## src/rtl/disk_image_sector_chain_loader_defines.svh

```systemverilog
// Assertion macros for the sector chain loader RTL.
`ifndef DISK_IMAGE_SECTOR_CHAIN_LOADER_DEFINES_SVH
`define DISK_IMAGE_SECTOR_CHAIN_LOADER_DEFINES_SVH

`ifndef SYNTHESIS
// Same-cycle implication, sampled on clk_i, idle while rst_ni is low
`define DSL_ASSERT_IMP(lbl, ante, cons, msg) \
  lbl: assert property (@(posedge clk_i) disable iff (!rst_ni) (ante) |-> (cons)) \
    else $error(msg);
// Next-cycle implication, sampled on clk_i, idle while rst_ni is low
`define DSL_ASSERT_NEXT(lbl, ante, cons, msg) \
  lbl: assert property (@(posedge clk_i) disable iff (!rst_ni) (ante) |=> (cons)) \
    else $error(msg);
`else
`define DSL_ASSERT_IMP(lbl, ante, cons, msg)
`define DSL_ASSERT_NEXT(lbl, ante, cons, msg)
`endif

`endif

```

## src/rtl/dsl_pkg.sv

```systemverilog
// Types, codes and track tables for the sector chain loader.
`timescale 1ns / 1ps

package dsl_pkg;

  localparam int unsigned NUM_TRACKS = 35;
  localparam int unsigned MAX_BLOCKS = 4096;
  localparam int unsigned BLK_W      = 13;
  localparam int unsigned ADDR_W     = 16;
  localparam int unsigned OFS_W      = 18;
  localparam int unsigned SECIDX_W   = 10;

  typedef enum logic [1:0] {
    PH_IDLE = 2'b01,
    PH_RECV = 2'b10
  } phase_e;

  typedef enum logic [1:0] {
    EV_NONE = 2'd0,
    EV_READ = 2'd1,
    EV_DONE = 2'd2,
    EV_ERR  = 2'd3
  } event_e;

  typedef enum logic {
    CMD_BEGIN = 1'b0,
    CMD_BYTE  = 1'b1
  } cmd_e;

  typedef enum logic {
    CFG_USE_FILE_ADDR = 1'b0,
    CFG_RELOC_ADDR    = 1'b1
  } cfg_idx_e;

  // Sectors on each track, track 0 unused
  localparam logic [4:0] SPT [36] = '{
    5'd0,
    5'd21, 5'd21, 5'd21, 5'd21, 5'd21, 5'd21, 5'd21, 5'd21, 5'd21,
    5'd21, 5'd21, 5'd21, 5'd21, 5'd21, 5'd21, 5'd21, 5'd21,
    5'd19, 5'd19, 5'd19, 5'd19, 5'd19, 5'd19, 5'd19,
    5'd18, 5'd18, 5'd18, 5'd18, 5'd18, 5'd18,
    5'd17, 5'd17, 5'd17, 5'd17, 5'd17
  };

  // Sectors on all tracks below each track
  localparam logic [SECIDX_W-1:0] CUM [36] = '{
    10'd0,
    10'd0,   10'd21,  10'd42,  10'd63,  10'd84,  10'd105, 10'd126, 10'd147, 10'd168,
    10'd189, 10'd210, 10'd231, 10'd252, 10'd273, 10'd294, 10'd315, 10'd336,
    10'd357, 10'd376, 10'd395, 10'd414, 10'd433, 10'd452, 10'd471,
    10'd490, 10'd508, 10'd526, 10'd544, 10'd562, 10'd580,
    10'd598, 10'd615, 10'd632, 10'd649, 10'd666
  };

  typedef struct packed {
    cmd_e       cmd;
    logic [7:0] trk;
    logic [7:0] sec;
    logic [7:0] data;
  } in_item_t;

  typedef struct packed {
    logic              ok;
    logic [OFS_W-1:0]  offset;
  } map_t;

  typedef struct packed {
    logic              wr_valid;
    logic [ADDR_W-1:0] wr_addr;
    logic [7:0]        wr_data;
    event_e            ev;
    logic [OFS_W-1:0]  read_offset;
    logic [ADDR_W-1:0] start_addr;
    logic [ADDR_W-1:0] end_addr;
  } res_t;

endpackage

```

## src/rtl/disk_image_sector_chain_loader.sv

```systemverilog
// Top level: input stage, chain core and result stage of the sector chain loader.
//
//   channel  direction  handshake                 payload
//   in       sink       in_valid_i / in_ready_o   command, start track/sector, data byte
//   out      source     out_valid_o / out_ready_i write, event, offset, start/end address
//   cfg      sink       cfg_we_i                  register index, write data
//
// Every item gives one result, registered in the result stage as the item
// leaves the input stage. One item per cycle is taken while the result stage
// drains; the chain state steps with each item, so nothing else limits the rate.
// A stalled result holds the result stage; the input stage then fills and
// in_ready_o falls. Reset empties both stages and returns the chain to idle.
`timescale 1ns / 1ps

`include "disk_image_sector_chain_loader_defines.svh"

module disk_image_sector_chain_loader import dsl_pkg::*; (
  input  logic              clk_i,
  input  logic              rst_ni,
  input  logic              in_valid_i,
  output logic              in_ready_o,
  input  logic              command_i,
  input  logic [7:0]        start_track_i,
  input  logic [7:0]        start_sector_i,
  input  logic [7:0]        data_byte_i,
  output logic              out_valid_o,
  input  logic              out_ready_i,
  output logic              write_valid_o,
  output logic [ADDR_W-1:0] write_address_o,
  output logic [7:0]        write_data_o,
  output logic [1:0]        event_res_o,
  output logic [OFS_W-1:0]  read_offset_o,
  output logic [ADDR_W-1:0] start_address_o,
  output logic [ADDR_W-1:0] end_address_o,
  input  logic              cfg_we_i,
  input  logic              cfg_index_i,
  input  logic [ADDR_W-1:0] cfg_data_i
);

  logic     in_valid_q;
  in_item_t in_item_q;
  logic     out_valid_q;
  res_t     res_q;
  res_t     res;
  logic     advance;
  logic     in_take;

  assign advance    = in_valid_q && (!out_valid_q || out_ready_i);
  assign in_ready_o = !in_valid_q || advance;
  assign in_take    = in_valid_i && in_ready_o;

  dsl_chain_core u_core (
    .clk_i       (clk_i),
    .rst_ni      (rst_ni),
    .step_i      (advance),
    .item_i      (in_item_q),
    .cfg_we_i    (cfg_we_i),
    .cfg_index_i (cfg_index_i),
    .cfg_data_i  (cfg_data_i),
    .res_o       (res)
  );

  // Track occupancy of both stages
  always_ff @(posedge clk_i or negedge rst_ni) begin
    if (!rst_ni) begin
      in_valid_q  <= 1'b0;
      out_valid_q <= 1'b0;
    end else begin
      if (in_take) begin
        in_valid_q <= 1'b1;
      end else if (advance) begin
        in_valid_q <= 1'b0;
      end
      if (advance) begin
        out_valid_q <= 1'b1;
      end else if (out_ready_i) begin
        out_valid_q <= 1'b0;
      end
    end
  end

  // Capture item and result payloads
  always_ff @(posedge clk_i) begin
    if (in_take) begin
      in_item_q <= '{cmd: cmd_e'(command_i), trk: start_track_i,
                     sec: start_sector_i, data: data_byte_i};
    end
    if (advance) begin
      res_q <= res;
    end
  end

  assign out_valid_o     = out_valid_q;
  assign write_valid_o   = res_q.wr_valid;
  assign write_address_o = res_q.wr_addr;
  assign write_data_o    = res_q.wr_data;
  assign event_res_o     = res_q.ev;
  assign read_offset_o   = res_q.read_offset;
  assign start_address_o = res_q.start_addr;
  assign end_address_o   = res_q.end_addr;

  `DSL_ASSERT_IMP(a_done_end_follows_write, out_valid_q && res_q.wr_valid && (res_q.ev == EV_DONE), res_q.end_addr == (res_q.wr_addr + 16'd1), "end address does not follow last write")
  `DSL_ASSERT_IMP(a_read_sector_aligned, out_valid_q && (res_q.ev == EV_READ), (res_q.read_offset[7:0] == 8'h00) && (res_q.read_offset < 18'd174848), "read offset not a sector in the image")
  `DSL_ASSERT_IMP(a_addr_only_with_done, out_valid_q && (res_q.ev != EV_DONE), (res_q.start_addr == '0) && (res_q.end_addr == '0), "start or end address outside done")
  `DSL_ASSERT_NEXT(a_stall_keeps_item, in_valid_q && out_valid_q && !out_ready_i, in_valid_q && out_valid_q, "stalled input stage lost its item")

endmodule

```

## src/rtl/dsl_sector_map.sv

```systemverilog
// Track and sector to image byte offset, with sector range check.
`timescale 1ns / 1ps

module dsl_sector_map import dsl_pkg::*; (
  input  logic [7:0] trk_i,
  input  logic [7:0] sec_i,
  output map_t       map_o
);

  logic                in_range;
  logic [5:0]          idx;
  logic [SECIDX_W-1:0] blk;

  assign in_range = (trk_i >= 8'd1) && (trk_i <= 8'(NUM_TRACKS));
  // Keep the table index on the disk for tracks that are not
  assign idx      = in_range ? trk_i[5:0] : 6'd0;

  // Count sectors ahead of this one and scale to bytes
  always_comb begin
    map_o = '0;
    blk   = CUM[idx] + SECIDX_W'(sec_i);
    if (in_range && (sec_i < {3'b000, SPT[idx]})) begin
      map_o.ok     = 1'b1;
      map_o.offset = {blk, 8'h00};
    end
  end

endmodule

```

## src/rtl/dsl_chain_core.sv

```systemverilog
// Chain state, configuration registers and per-item step logic.
`timescale 1ns / 1ps

module dsl_chain_core import dsl_pkg::*; (
  input  logic              clk_i,
  input  logic              rst_ni,
  input  logic              step_i,
  input  in_item_t          item_i,
  input  logic              cfg_we_i,
  input  logic              cfg_index_i,
  input  logic [ADDR_W-1:0] cfg_data_i,
  output res_t              res_o
);

  phase_e            phase_q, phase_d;
  logic [7:0]        pos_q, pos_d;
  logic [7:0]        link_trk_q, link_trk_d;
  logic [7:0]        link_sec_q, link_sec_d;
  logic              first_q, first_d;
  logic [7:0]        low_q, low_d;
  logic [ADDR_W:0]   wp_q, wp_d;
  logic [ADDR_W-1:0] start_q, start_d;
  logic [BLK_W-1:0]  blk_q, blk_d;
  logic              use_file_q;
  logic [ADDR_W-1:0] reloc_q;

  logic [7:0]        map_trk, map_sec;
  map_t              map;
  logic [7:0]        hi;
  logic              last;
  logic [ADDR_W-1:0] la;

  // Lookup serves the begin command and the next link
  assign map_trk = (item_i.cmd == CMD_BEGIN) ? item_i.trk : link_trk_q;
  assign map_sec = (item_i.cmd == CMD_BEGIN) ? item_i.sec : link_sec_q;

  dsl_sector_map u_map (
    .trk_i (map_trk),
    .sec_i (map_sec),
    .map_o (map)
  );

  assign last = (link_trk_q == 8'd0);
  assign hi   = last ? link_sec_q : 8'hFF;
  assign la   = {item_i.data, low_q};

  // Work out the result and the next chain state
  always_comb begin
    phase_d    = phase_q;
    pos_d      = pos_q;
    link_trk_d = link_trk_q;
    link_sec_d = link_sec_q;
    first_d    = first_q;
    low_d      = low_q;
    wp_d       = wp_q;
    start_d    = start_q;
    blk_d      = blk_q;
    res_o      = '0;

    if (item_i.cmd == CMD_BEGIN) begin
      first_d = 1'b1;
      blk_d   = '0;
      wp_d    = '0;
      start_d = '0;
      pos_d   = '0;
      if ((item_i.trk < 8'd1) || (item_i.trk > 8'(NUM_TRACKS))) begin
        res_o.ev = EV_DONE;
        phase_d  = PH_IDLE;
      end else if (map.ok) begin
        res_o.ev          = EV_READ;
        res_o.read_offset = map.offset;
        phase_d           = PH_RECV;
      end else begin
        res_o.ev = EV_ERR;
        phase_d  = PH_IDLE;
      end
    end else if (phase_q == PH_RECV) begin
      // Link bytes, load address on the first sector, then data up to the last used byte
      if (pos_q == 8'd0) begin
        link_trk_d = item_i.data;
      end else if (pos_q == 8'd1) begin
        link_sec_d = item_i.data;
      end else if (first_q && (pos_q == 8'd2)) begin
        low_d = item_i.data;
      end else if (first_q && (pos_q == 8'd3)) begin
        wp_d    = use_file_q ? {1'b0, la} : {1'b0, reloc_q};
        start_d = wp_d[ADDR_W-1:0];
      end else if ((pos_q <= hi) && !wp_q[ADDR_W]) begin
        res_o.wr_valid = 1'b1;
        res_o.wr_addr  = wp_q[ADDR_W-1:0];
        res_o.wr_data  = item_i.data;
        wp_d           = wp_q + 17'd1;
      end

      // Close the sector: error, done or next request
      if (pos_q == 8'hFF) begin
        first_d = 1'b0;
        if (first_q && (hi < 8'd3)) begin
          res_o.ev = EV_ERR;
          phase_d  = PH_IDLE;
        end else if (last || (link_trk_q > 8'(NUM_TRACKS)) ||
                     (({1'b0, blk_q} + 14'd1) >= 14'(MAX_BLOCKS))) begin
          res_o.ev         = EV_DONE;
          res_o.start_addr = start_q;
          res_o.end_addr   = wp_d[ADDR_W-1:0];
          phase_d          = PH_IDLE;
        end else begin
          blk_d = blk_q + 13'd1;
          if (map.ok) begin
            res_o.ev          = EV_READ;
            res_o.read_offset = map.offset;
            phase_d           = PH_RECV;
            pos_d             = '0;
          end else begin
            res_o.ev = EV_ERR;
            phase_d  = PH_IDLE;
          end
        end
      end else begin
        pos_d = pos_q + 8'd1;
      end
    end
  end

  // Advance chain state on each processed item
  always_ff @(posedge clk_i or negedge rst_ni) begin
    if (!rst_ni) begin
      phase_q    <= PH_IDLE;
      pos_q      <= '0;
      link_trk_q <= '0;
      link_sec_q <= '0;
      first_q    <= 1'b1;
      low_q      <= '0;
      wp_q       <= '0;
      start_q    <= '0;
      blk_q      <= '0;
    end else if (step_i) begin
      phase_q    <= phase_d;
      pos_q      <= pos_d;
      link_trk_q <= link_trk_d;
      link_sec_q <= link_sec_d;
      first_q    <= first_d;
      low_q      <= low_d;
      wp_q       <= wp_d;
      start_q    <= start_d;
      blk_q      <= blk_d;
    end
  end

  // Hold configuration registers
  always_ff @(posedge clk_i or negedge rst_ni) begin
    if (!rst_ni) begin
      use_file_q <= 1'b1;
      reloc_q    <= '0;
    end else if (cfg_we_i) begin
      unique case (cfg_index_i)
        CFG_USE_FILE_ADDR: use_file_q <= cfg_data_i[0];
        CFG_RELOC_ADDR:    reloc_q    <= cfg_data_i;
        default:           use_file_q <= use_file_q;
      endcase
    end
  end

endmodule

```

## config.mk

```make
export PLATFORM = sky130hd
export DESIGN_NAME = disk_image_sector_chain_loader
export DESIGN_NICKNAME = d
export VERILOG_FILES = /design/src/rtl/dsl_pkg.sv /design/src/rtl/disk_image_sector_chain_loader.sv /design/src/rtl/dsl_sector_map.sv /design/src/rtl/dsl_chain_core.sv
export VERILOG_INCLUDE_DIRS = /design/src /design/src/rtl
export SDC_FILE = /design/constraint.sdc
export NUM_CORES = 1
export LEC_CHECK = 0
export BUFFER_PORTS_ARGS = -buffer_cell sky130_fd_sc_hd__buf_4
export CELL_PAD_IN_SITES_DETAIL_PLACEMENT = 1
export CELL_PAD_IN_SITES_GLOBAL_PLACEMENT = 1
export CORE_MARGIN = 2
export CORE_UTILIZATION = 45
export CTS_CLUSTER_SIZE = 16
export DETAILED_ROUTE_END_ITERATION = 7
export PLACE_DENSITY = 0.88
export SETUP_SLACK_MARGIN = 0.2
export SLEW_MARGIN = 20
export SYNTH_ARGS = -nofsm -noshare
export SYNTH_HDL_FRONTEND = slang
export SYNTH_SLANG_ARGS = --single-unit
```

## constraint.sdc

```tcl
create_clock -name clk_i -period 5.8 [get_ports clk_i]
set_input_delay 1.16 -clock clk_i [delete_from_list [all_inputs] [get_ports clk_i]]
set_output_delay 1.16 -clock clk_i [all_outputs]
set_load 0.01 [all_outputs]
```

==> reports/results.ini, run 1 <==
[setup_path]
cp-end-kind=register
rrSetupSlack_ps=640
start_kind=register
worstPathRequired_ps=5990
crit_fanout=6
crit_arrival_ps=5350
critPathKind=reg -> reg

[pwr]
vdd.ir_drop.worst_v=0.000221
finalPower_mw=4.46
leakagePower_nw=5.14
powerDensity_mw_per_mm2=370

[routing]
via_per_inst=6.16
first_iter_violations=629
routedWlPerCell_um=22.9
route.vias.total=8446
drc=0
final_antenna_net_count=0
wl_mm=31.4
dr.pass1.iters=5

[floorplanning]
coreArea_mm2=0.0225
dieHeight_um=155
design.die.area_mm2=0.0240
pin_count=126
rows=55
start_util_pct=45.5
die_w_um=155

[logic_synthesis]
syn_inst=962
ys_types=77
syn_area_per_cell_um2=10.6
synth_edf_count=94
ys_seq_elements=194
ys_seq_area_share_pct=52.0
synth.largest_area_cell=edfxtp_1
synth_top_area_share_pct=27.6
synthTopCellsByCount=97 x dfrtp_1, 94 x edfxtp_1, 88 x nor2_1
yosys-top-cells-area=edfxtp_1 28%, dfrtp_1 24%, mux2_2 6.2%
async_flop_share_pct=51.5
synth_warnings=0
synth_flop_cell=dfrtp_1
netlist_area_mm2=0.0102
yosysMostFrequentCell=dfrtp_1

[clock_tree]
ctsHtreeMaxLevel=4
cts_resized=0
postCtsSetupRepairBufs=0
root_buffer=clkbuf_16
clk_path_buf_depth=2
cts_hold_buf=0
cts_tree=done
path_clk_slew_ps=80
numCtsBuffers=17
cts_sinks=194
insertion_delay_ps=450

[global_route]
grt_pass1_vias=8815
grt_pass1_wl_mm=49.3
grt_overflow=0
grt_max_degree=70
antenna_found_initial=0
grt_usage_pct=26.7

[cells_and_area]
drive_above_1_share_pct=22.1
area_growth_pct=17.5
layout.nets=1151
n_antenna_cell=0
fillers=2455

[timing]
worst_pin_slew_ps=993
rsz0062_at_grt=false
min_period_ps=5160
maxSlewHeadroom_pct=33.6
skew_ps=16.7
max_freq_ghz=0.194
timing.final.crit_share_pct=89.0
setup_tns_ps=0
setup_violations=0
hold_viol=0
slew_viol_final=0

[placement]
dp_hpwl_mm=22.3
portBuffers=117
gp_congestion=0.907

[flow_run]
cap_viol_max_count=0

[run_status]
status=finished, final reports clean

[hold_path]
hp-class=reg -> reg

## stage by stage
step                worst slack, ps  std cells  cell area (µm²)  hold slack (ps)  utilization, %
global route                    276       1370            12000              511            53.5
global placement               1070       1338            11400              449            50.7
floorplan                      1200        969            10300              442               -
detailed placement              716       1338            11400              467            50.7
CTS                             687       1370            12000              504            53.5
finish                          637       1370            12000              495            53.5
## critical path: stages, from the launching register on
cell,delay (ps)
dfrtp_1,450
nor3_1,600
a211oi_1,270
or2_2,400
nand2_1,210
inv_1,140
ha_1,280
mux2i_1,160
o22ai_1,90
a41oi_1,170
nor2_1,60
a21oi_1,250
ha_1,290
a21o_1,170
a21oi_1,260
nor2b_1,110
o31ai_1,380
a21oi_1,160
o21ai_0,240
xor2_1,160
nor2_1,50
## layer usage
metal	vias up	share of wire [%]	global-route usage (%)
li1	3780	-	-
met1	4272	41	34.3
met2	321	49	44.6
met3	73	6.4	4.82
met4	0	3.7	11.4
met5	-	0	0
## placed cells by master (no fill, tap or decap), drive strengths merged, types with 9 or more instances in the layout
master	synthesis	final
a211oi	11	11
a21o	11	11
a21oi	56	56
a22oi	9	9
and2	27	27
and3	30	30
buf	15	134
clkbuf	35	17
dfrtp	97	97
edfxtp	94	94
ha	31	31
inv	20	24
mux2	56	56
mux2i	22	22
nand2	77	77
nand3	22	22
nor2	88	88
nor2b	9	9
nor3	28	28
o21ai	64	64
o22ai	10	10
o31ai	11	11
xor2	11	11
## power breakdown
| group | internal [mW] | switching, mW |
|---|---|---|
| combinational | 0.554 | 0.890 |
| clock | 0.620 | 0.613 |
| sequential | 1.61 | 0.172 |
## area by class of cell
cell class | instances | area (µm²) | area share [%]
Timing Repair Buffer | 134 | 1010 | 8.36
Clock buffer | 17 | 425 | 3.54
Inverter | 21 | 78.8 | 0.655
Clock inverter | 15 | 194 | 1.61
Sequential cell | 194 | 5330 | 44.3
Multi-Input combinational cell | 704 | 4640 | 38.6
Tap cell | 285 | 357 | 2.96
## cell families (layout without fill, tap and decap cells)
family | count (synthesis) | after routing | synth area share (%)
compound gates | 238 | 238 | 15.1
xor+xnor | 16 | 16 | 1.37
fa+ha+maj | 32 | 32 | 3.98
buf+inv | 71 | 187 | 2.98
flops | 194 | 194 | 52.0
mux | 78 | 78 | 8.31
other cells | 1 | 8 | 0.0366
simple gates | 332 | 332 | 16.2
## final timing paths
check | from | to | depth (start not counted)
max | u_core.link_trk_q[4] | read_offset_o[17] | 20
min | u_core.phase_q[0] | u_core.phase_q[0] | 2
max reg2reg | u_core.link_trk_q[4] | read_offset_o[17] | 20
min reg2reg | u_core.phase_q[0] | u_core.phase_q[0] | 2
max in group asynchronous | rst_ni | u_core.link_trk_q[7] | 2
min in group asynchronous | rst_ni | u_core.start_q[3] | 1
## registers in the layout, indices dropped and copies added, names as in the netlist, 10 cells and up
register and cells:
u_core.wp_q 17, read_offset_o 10, write_address_o 16, end_address_o 16, u_core.reloc_q 16, u_core.blk_q 13
start_address_o 16, in_item_q 25, u_core.start_q 16
(Power assumes the default switching activity.)
==> run 2: changes to the inputs <==
--- a/config.mk
+++ b/config.mk
@@ -10,10 +10,10 @@
 export CELL_PAD_IN_SITES_DETAIL_PLACEMENT = 1
 export CELL_PAD_IN_SITES_GLOBAL_PLACEMENT = 1
 export CORE_MARGIN = 2
-export CORE_UTILIZATION = 45
+export CORE_UTILIZATION = 42
 export CTS_CLUSTER_SIZE = 16
 export DETAILED_ROUTE_END_ITERATION = 7
-export PLACE_DENSITY = 0.88
+export PLACE_DENSITY = 0.87
 export SETUP_SLACK_MARGIN = 0.2
 export SLEW_MARGIN = 20
 export SYNTH_ARGS = -nofsm -noshare
==> constraint.sdc (replaced) <==
create_clock -name clk_i -period 4.6 [get_ports clk_i]
set_input_delay 0.92 -clock clk_i [delete_from_list [all_inputs] [get_ports clk_i]]
set_output_delay 0.92 -clock clk_i [all_outputs]
set_load 0.01 [all_outputs]
==> run 2 against run 1 <==
Sequential cell count unchanged; die area up 7.0%; worst hold slack got worse by 51 ps; critical path depth unchanged; combinational power up 40%; routed wire length increased by 3.4%; sequential share of layout area fell by 1.3 points; setup slack got worse by 350 ps; power increased by 29%; highest routed layer is now met5.
==> reports/results.ini, run 2 (synthesis gave the netlist of run 1 again) <==
[run_status]
status=finished, final reports clean  ; unchanged

[floorplanning]
design.die.area_mm2=0.0256  ; was 0.0240 mm²
dieHeight_um=160  ; was 155 µm
die_w_um=160  ; was 155 µm
rows=57  ; was 55
coreArea_mm2=0.0241  ; was 0.0225 mm²
pin_count=126  ; unchanged
start_util_pct=42.5  ; was 45.5%

[cells_and_area]
final_common_cell=buf_4  ; unchanged
layout_common_cells=163 x buf_4, 97 x dfrtp_1, 94 x edfxtp_1, 86 x nor2_1, 76 x nand2_1  ; was 134 x buf_4, 97 x dfrtp_1, 94 x edfxtp_1, 88 x nor2_1, 77 x nand2_1
seq_area_mm2=0.00533  ; unchanged
layout.nets=1180  ; was 1151
drive_above_1_share_pct=26.2  ; was 22.1%
largest_reg_flops=25  ; unchanged
reg_top3=in_item_q (25), u_core.wp_q (17)  ; unchanged
multiInputGateArea_mm2=0.00478  ; was 0.00464 mm²
top_register=in_item_q  ; unchanged
fillers=2666  ; was 2455
n_antenna_cell=0  ; unchanged
area_growth_pct=21.1  ; was 17.5%

[pwr]
vdd.ir_drop.worst_v=0.000248  ; was 0.000221 V
powerDensity_mw_per_mm2=465  ; was 370 mW/mm²
leakagePower_nw=5.30  ; was 5.14 nW

[global_route]
antenna_found_initial=1  ; was 0
grt_overflow=0  ; unchanged
grt_usage_pct=25.1  ; was 26.7%
grt_pass1_wl_mm=50.5  ; was 49.3 mm
grt_pass1_vias=9043  ; was 8815
grt_max_degree=70  ; unchanged

[timing]
holdWs_ps=444  ; was 495 ps
max_freq_ghz=0.232  ; was 0.194 GHz
rsz0062_at_grt=true  ; was false
setup_ws_ps=289  ; was 637 ps
hold_viol=0  ; unchanged
setup_violations=0  ; unchanged
maxSlewHeadroom_pct=32.5  ; was 33.6%
skew_ps=15.2  ; was 16.7 ps
timing.final.crit_share_pct=93.7  ; was 89.0%
slew_viol_final=0  ; unchanged
min_period_ps=4310  ; was 5160 ps
worst_pin_slew_ps=1010  ; was 993 ps

[setup_path]
crit_arrival_ps=4500  ; was 5350 ps
cp-end-kind=register  ; unchanged
worstPathCellList=or3_1 -> o211a_1 -> or2_2 -> nand2_4 -> clkinvlp_4 -> ha_4 -> mux2i_1 -> o22ai_1 -> a41oi_1 -> nor2_1 -> a21oi_2 -> ha_1 -> a21o_1 -> a21oi_2 -> nor2b_1 -> o31ai_2 -> a21oi_1 -> o21ai_1 -> xor2_1 -> nor2_1  ; was nor3_1 -> a211oi_1 -> or2_2 -> nand2_1 -> inv_1 -> ha_1 -> mux2i_1 -> o22ai_1 -> a41oi_1 -> nor2_1 -> a21oi_1 -> ha_1 -> a21o_1 -> a21oi_1 -> nor2b_1 -> o31ai_1 -> a21oi_1 -> o21ai_0 -> xor2_1 -> nor2_1
critical_path_cell_count=20  ; unchanged
start_kind=register  ; unchanged
crit_path_top_delay_cell=or3_1  ; was nor3_1
slowest_delay_ps=430  ; was 600 ps
crit_family=compound AO/OA/AOI/OAI gates  ; unchanged
path_buf_inv=1  ; unchanged
reg2regPathDepth=20  ; unchanged
worstPathRequired_ps=4790  ; was 5990 ps
critPathKind=reg -> reg  ; unchanged
crit_fanout=5  ; was 6

[placement]
pre_cts_ws_ps=-100  ; was 716 ps
gp_congestion=0.929  ; was 0.907
portBuffers=117  ; unchanged
dp_hpwl_mm=22.7  ; was 22.3 mm

[clock_tree]
root_buffer=clkbuf_16  ; unchanged
cts_sinks=194  ; unchanged
numCtsBuffers=17  ; unchanged
insertion_delay_ps=440  ; was 450 ps
clk_path_buf_depth=2  ; unchanged
cts_hold_buf=0  ; unchanged
cts_tree=done  ; unchanged
path_clk_slew_ps=80  ; about the same
ctsHtreeMaxLevel=4  ; unchanged

[routing]
via_per_inst=5.92  ; was 6.16
final_antenna_net_count=0  ; unchanged
routedWlPerCell_um=22.6  ; was 22.9 µm
dr.pass1.iters=5  ; unchanged
first_iter_violations=647  ; was 629
wl_mm=32.4  ; was 31.4 mm
drc=0  ; unchanged
route.vias.total=8518  ; was 8446

[flow_run]
cap_viol_max_count=0  ; unchanged

[hold_path]
hp-class=in -> async  ; was reg -> reg

[run 2: changes by cell type in the layout (fill, tap and decap cells not counted), sizes merged]
cell      change
clkbuf        +3
clkinvlp      -2
inv           +2
buf          +29
clkinv        -3
[run 2: per-stage QoR]
stage / utilization, % / std cells / power [mW] / instance area, µm² / setup TNS [ps]
finish: 51.5 / 1438 / 5.77 / 12400 / 0
global placement: 48.1 / 1394 / 4.01 / 11600 / 0
global route: 51.5 / 1438 / 6.06 / 12400 / 0
floorplan: - / 969 / 3.39 / 10300 / 0
detailed placement: 48.1 / 1394 / 4.09 / 11600 / -106
CTS: 50.7 / 1426 / 5.64 / 12200 / 0
[run 2: worst paths after layout]
path,from,end,slack (ps)
hold / removal,rst_ni,u_core.start_q[3],440
hold reg to reg,u_core.phase_q[0],u_core.phase_q[0],500
max in group asynchronous,rst_ni,u_core.phase_q[0],3250
min in group clk_i,u_core.phase_q[0],u_core.phase_q[0],500
setup / recovery,in_item_q[21],read_offset_o[17],290
setup reg to reg,in_item_q[21],read_offset_o[17],290
[run 2: cell type report]
type / count / area share [%]
Sequential cell: 194 / 43.0
Multi-Input combinational cell: 704 / 38.5
Timing Repair Buffer: 163 / 9.86
Inverter: 21 / 0.666
Clock buffer: 20 / 3.60
Clock inverter: 12 / 1.12
Tap cell: 324 / 3.27
[run 2: routing by layer]
layer  global-route usage (%)  vias to the layer above  wire length (µm)
li1                         -                     3838                 -
met3                     4.47                       75              1840
met4                     10.1                        2              1100
met1                     32.3                     4271             13500
met2                     42.2                      332             16000
met5                        0                        -                14
[run 2: timing repair]
action / CTS / global route
pin swaps: 0 / 5
resized for setup: 11 / 24
buffers inserted: 0 / 12
setup endpoints to repair: 10 / 18
[run 2: report_power, final]
group          internal, mW  switching, mW
Clock                 0.786          0.716
Combinational         0.826           1.19
Sequential             2.03          0.223
Total                  3.64           2.13
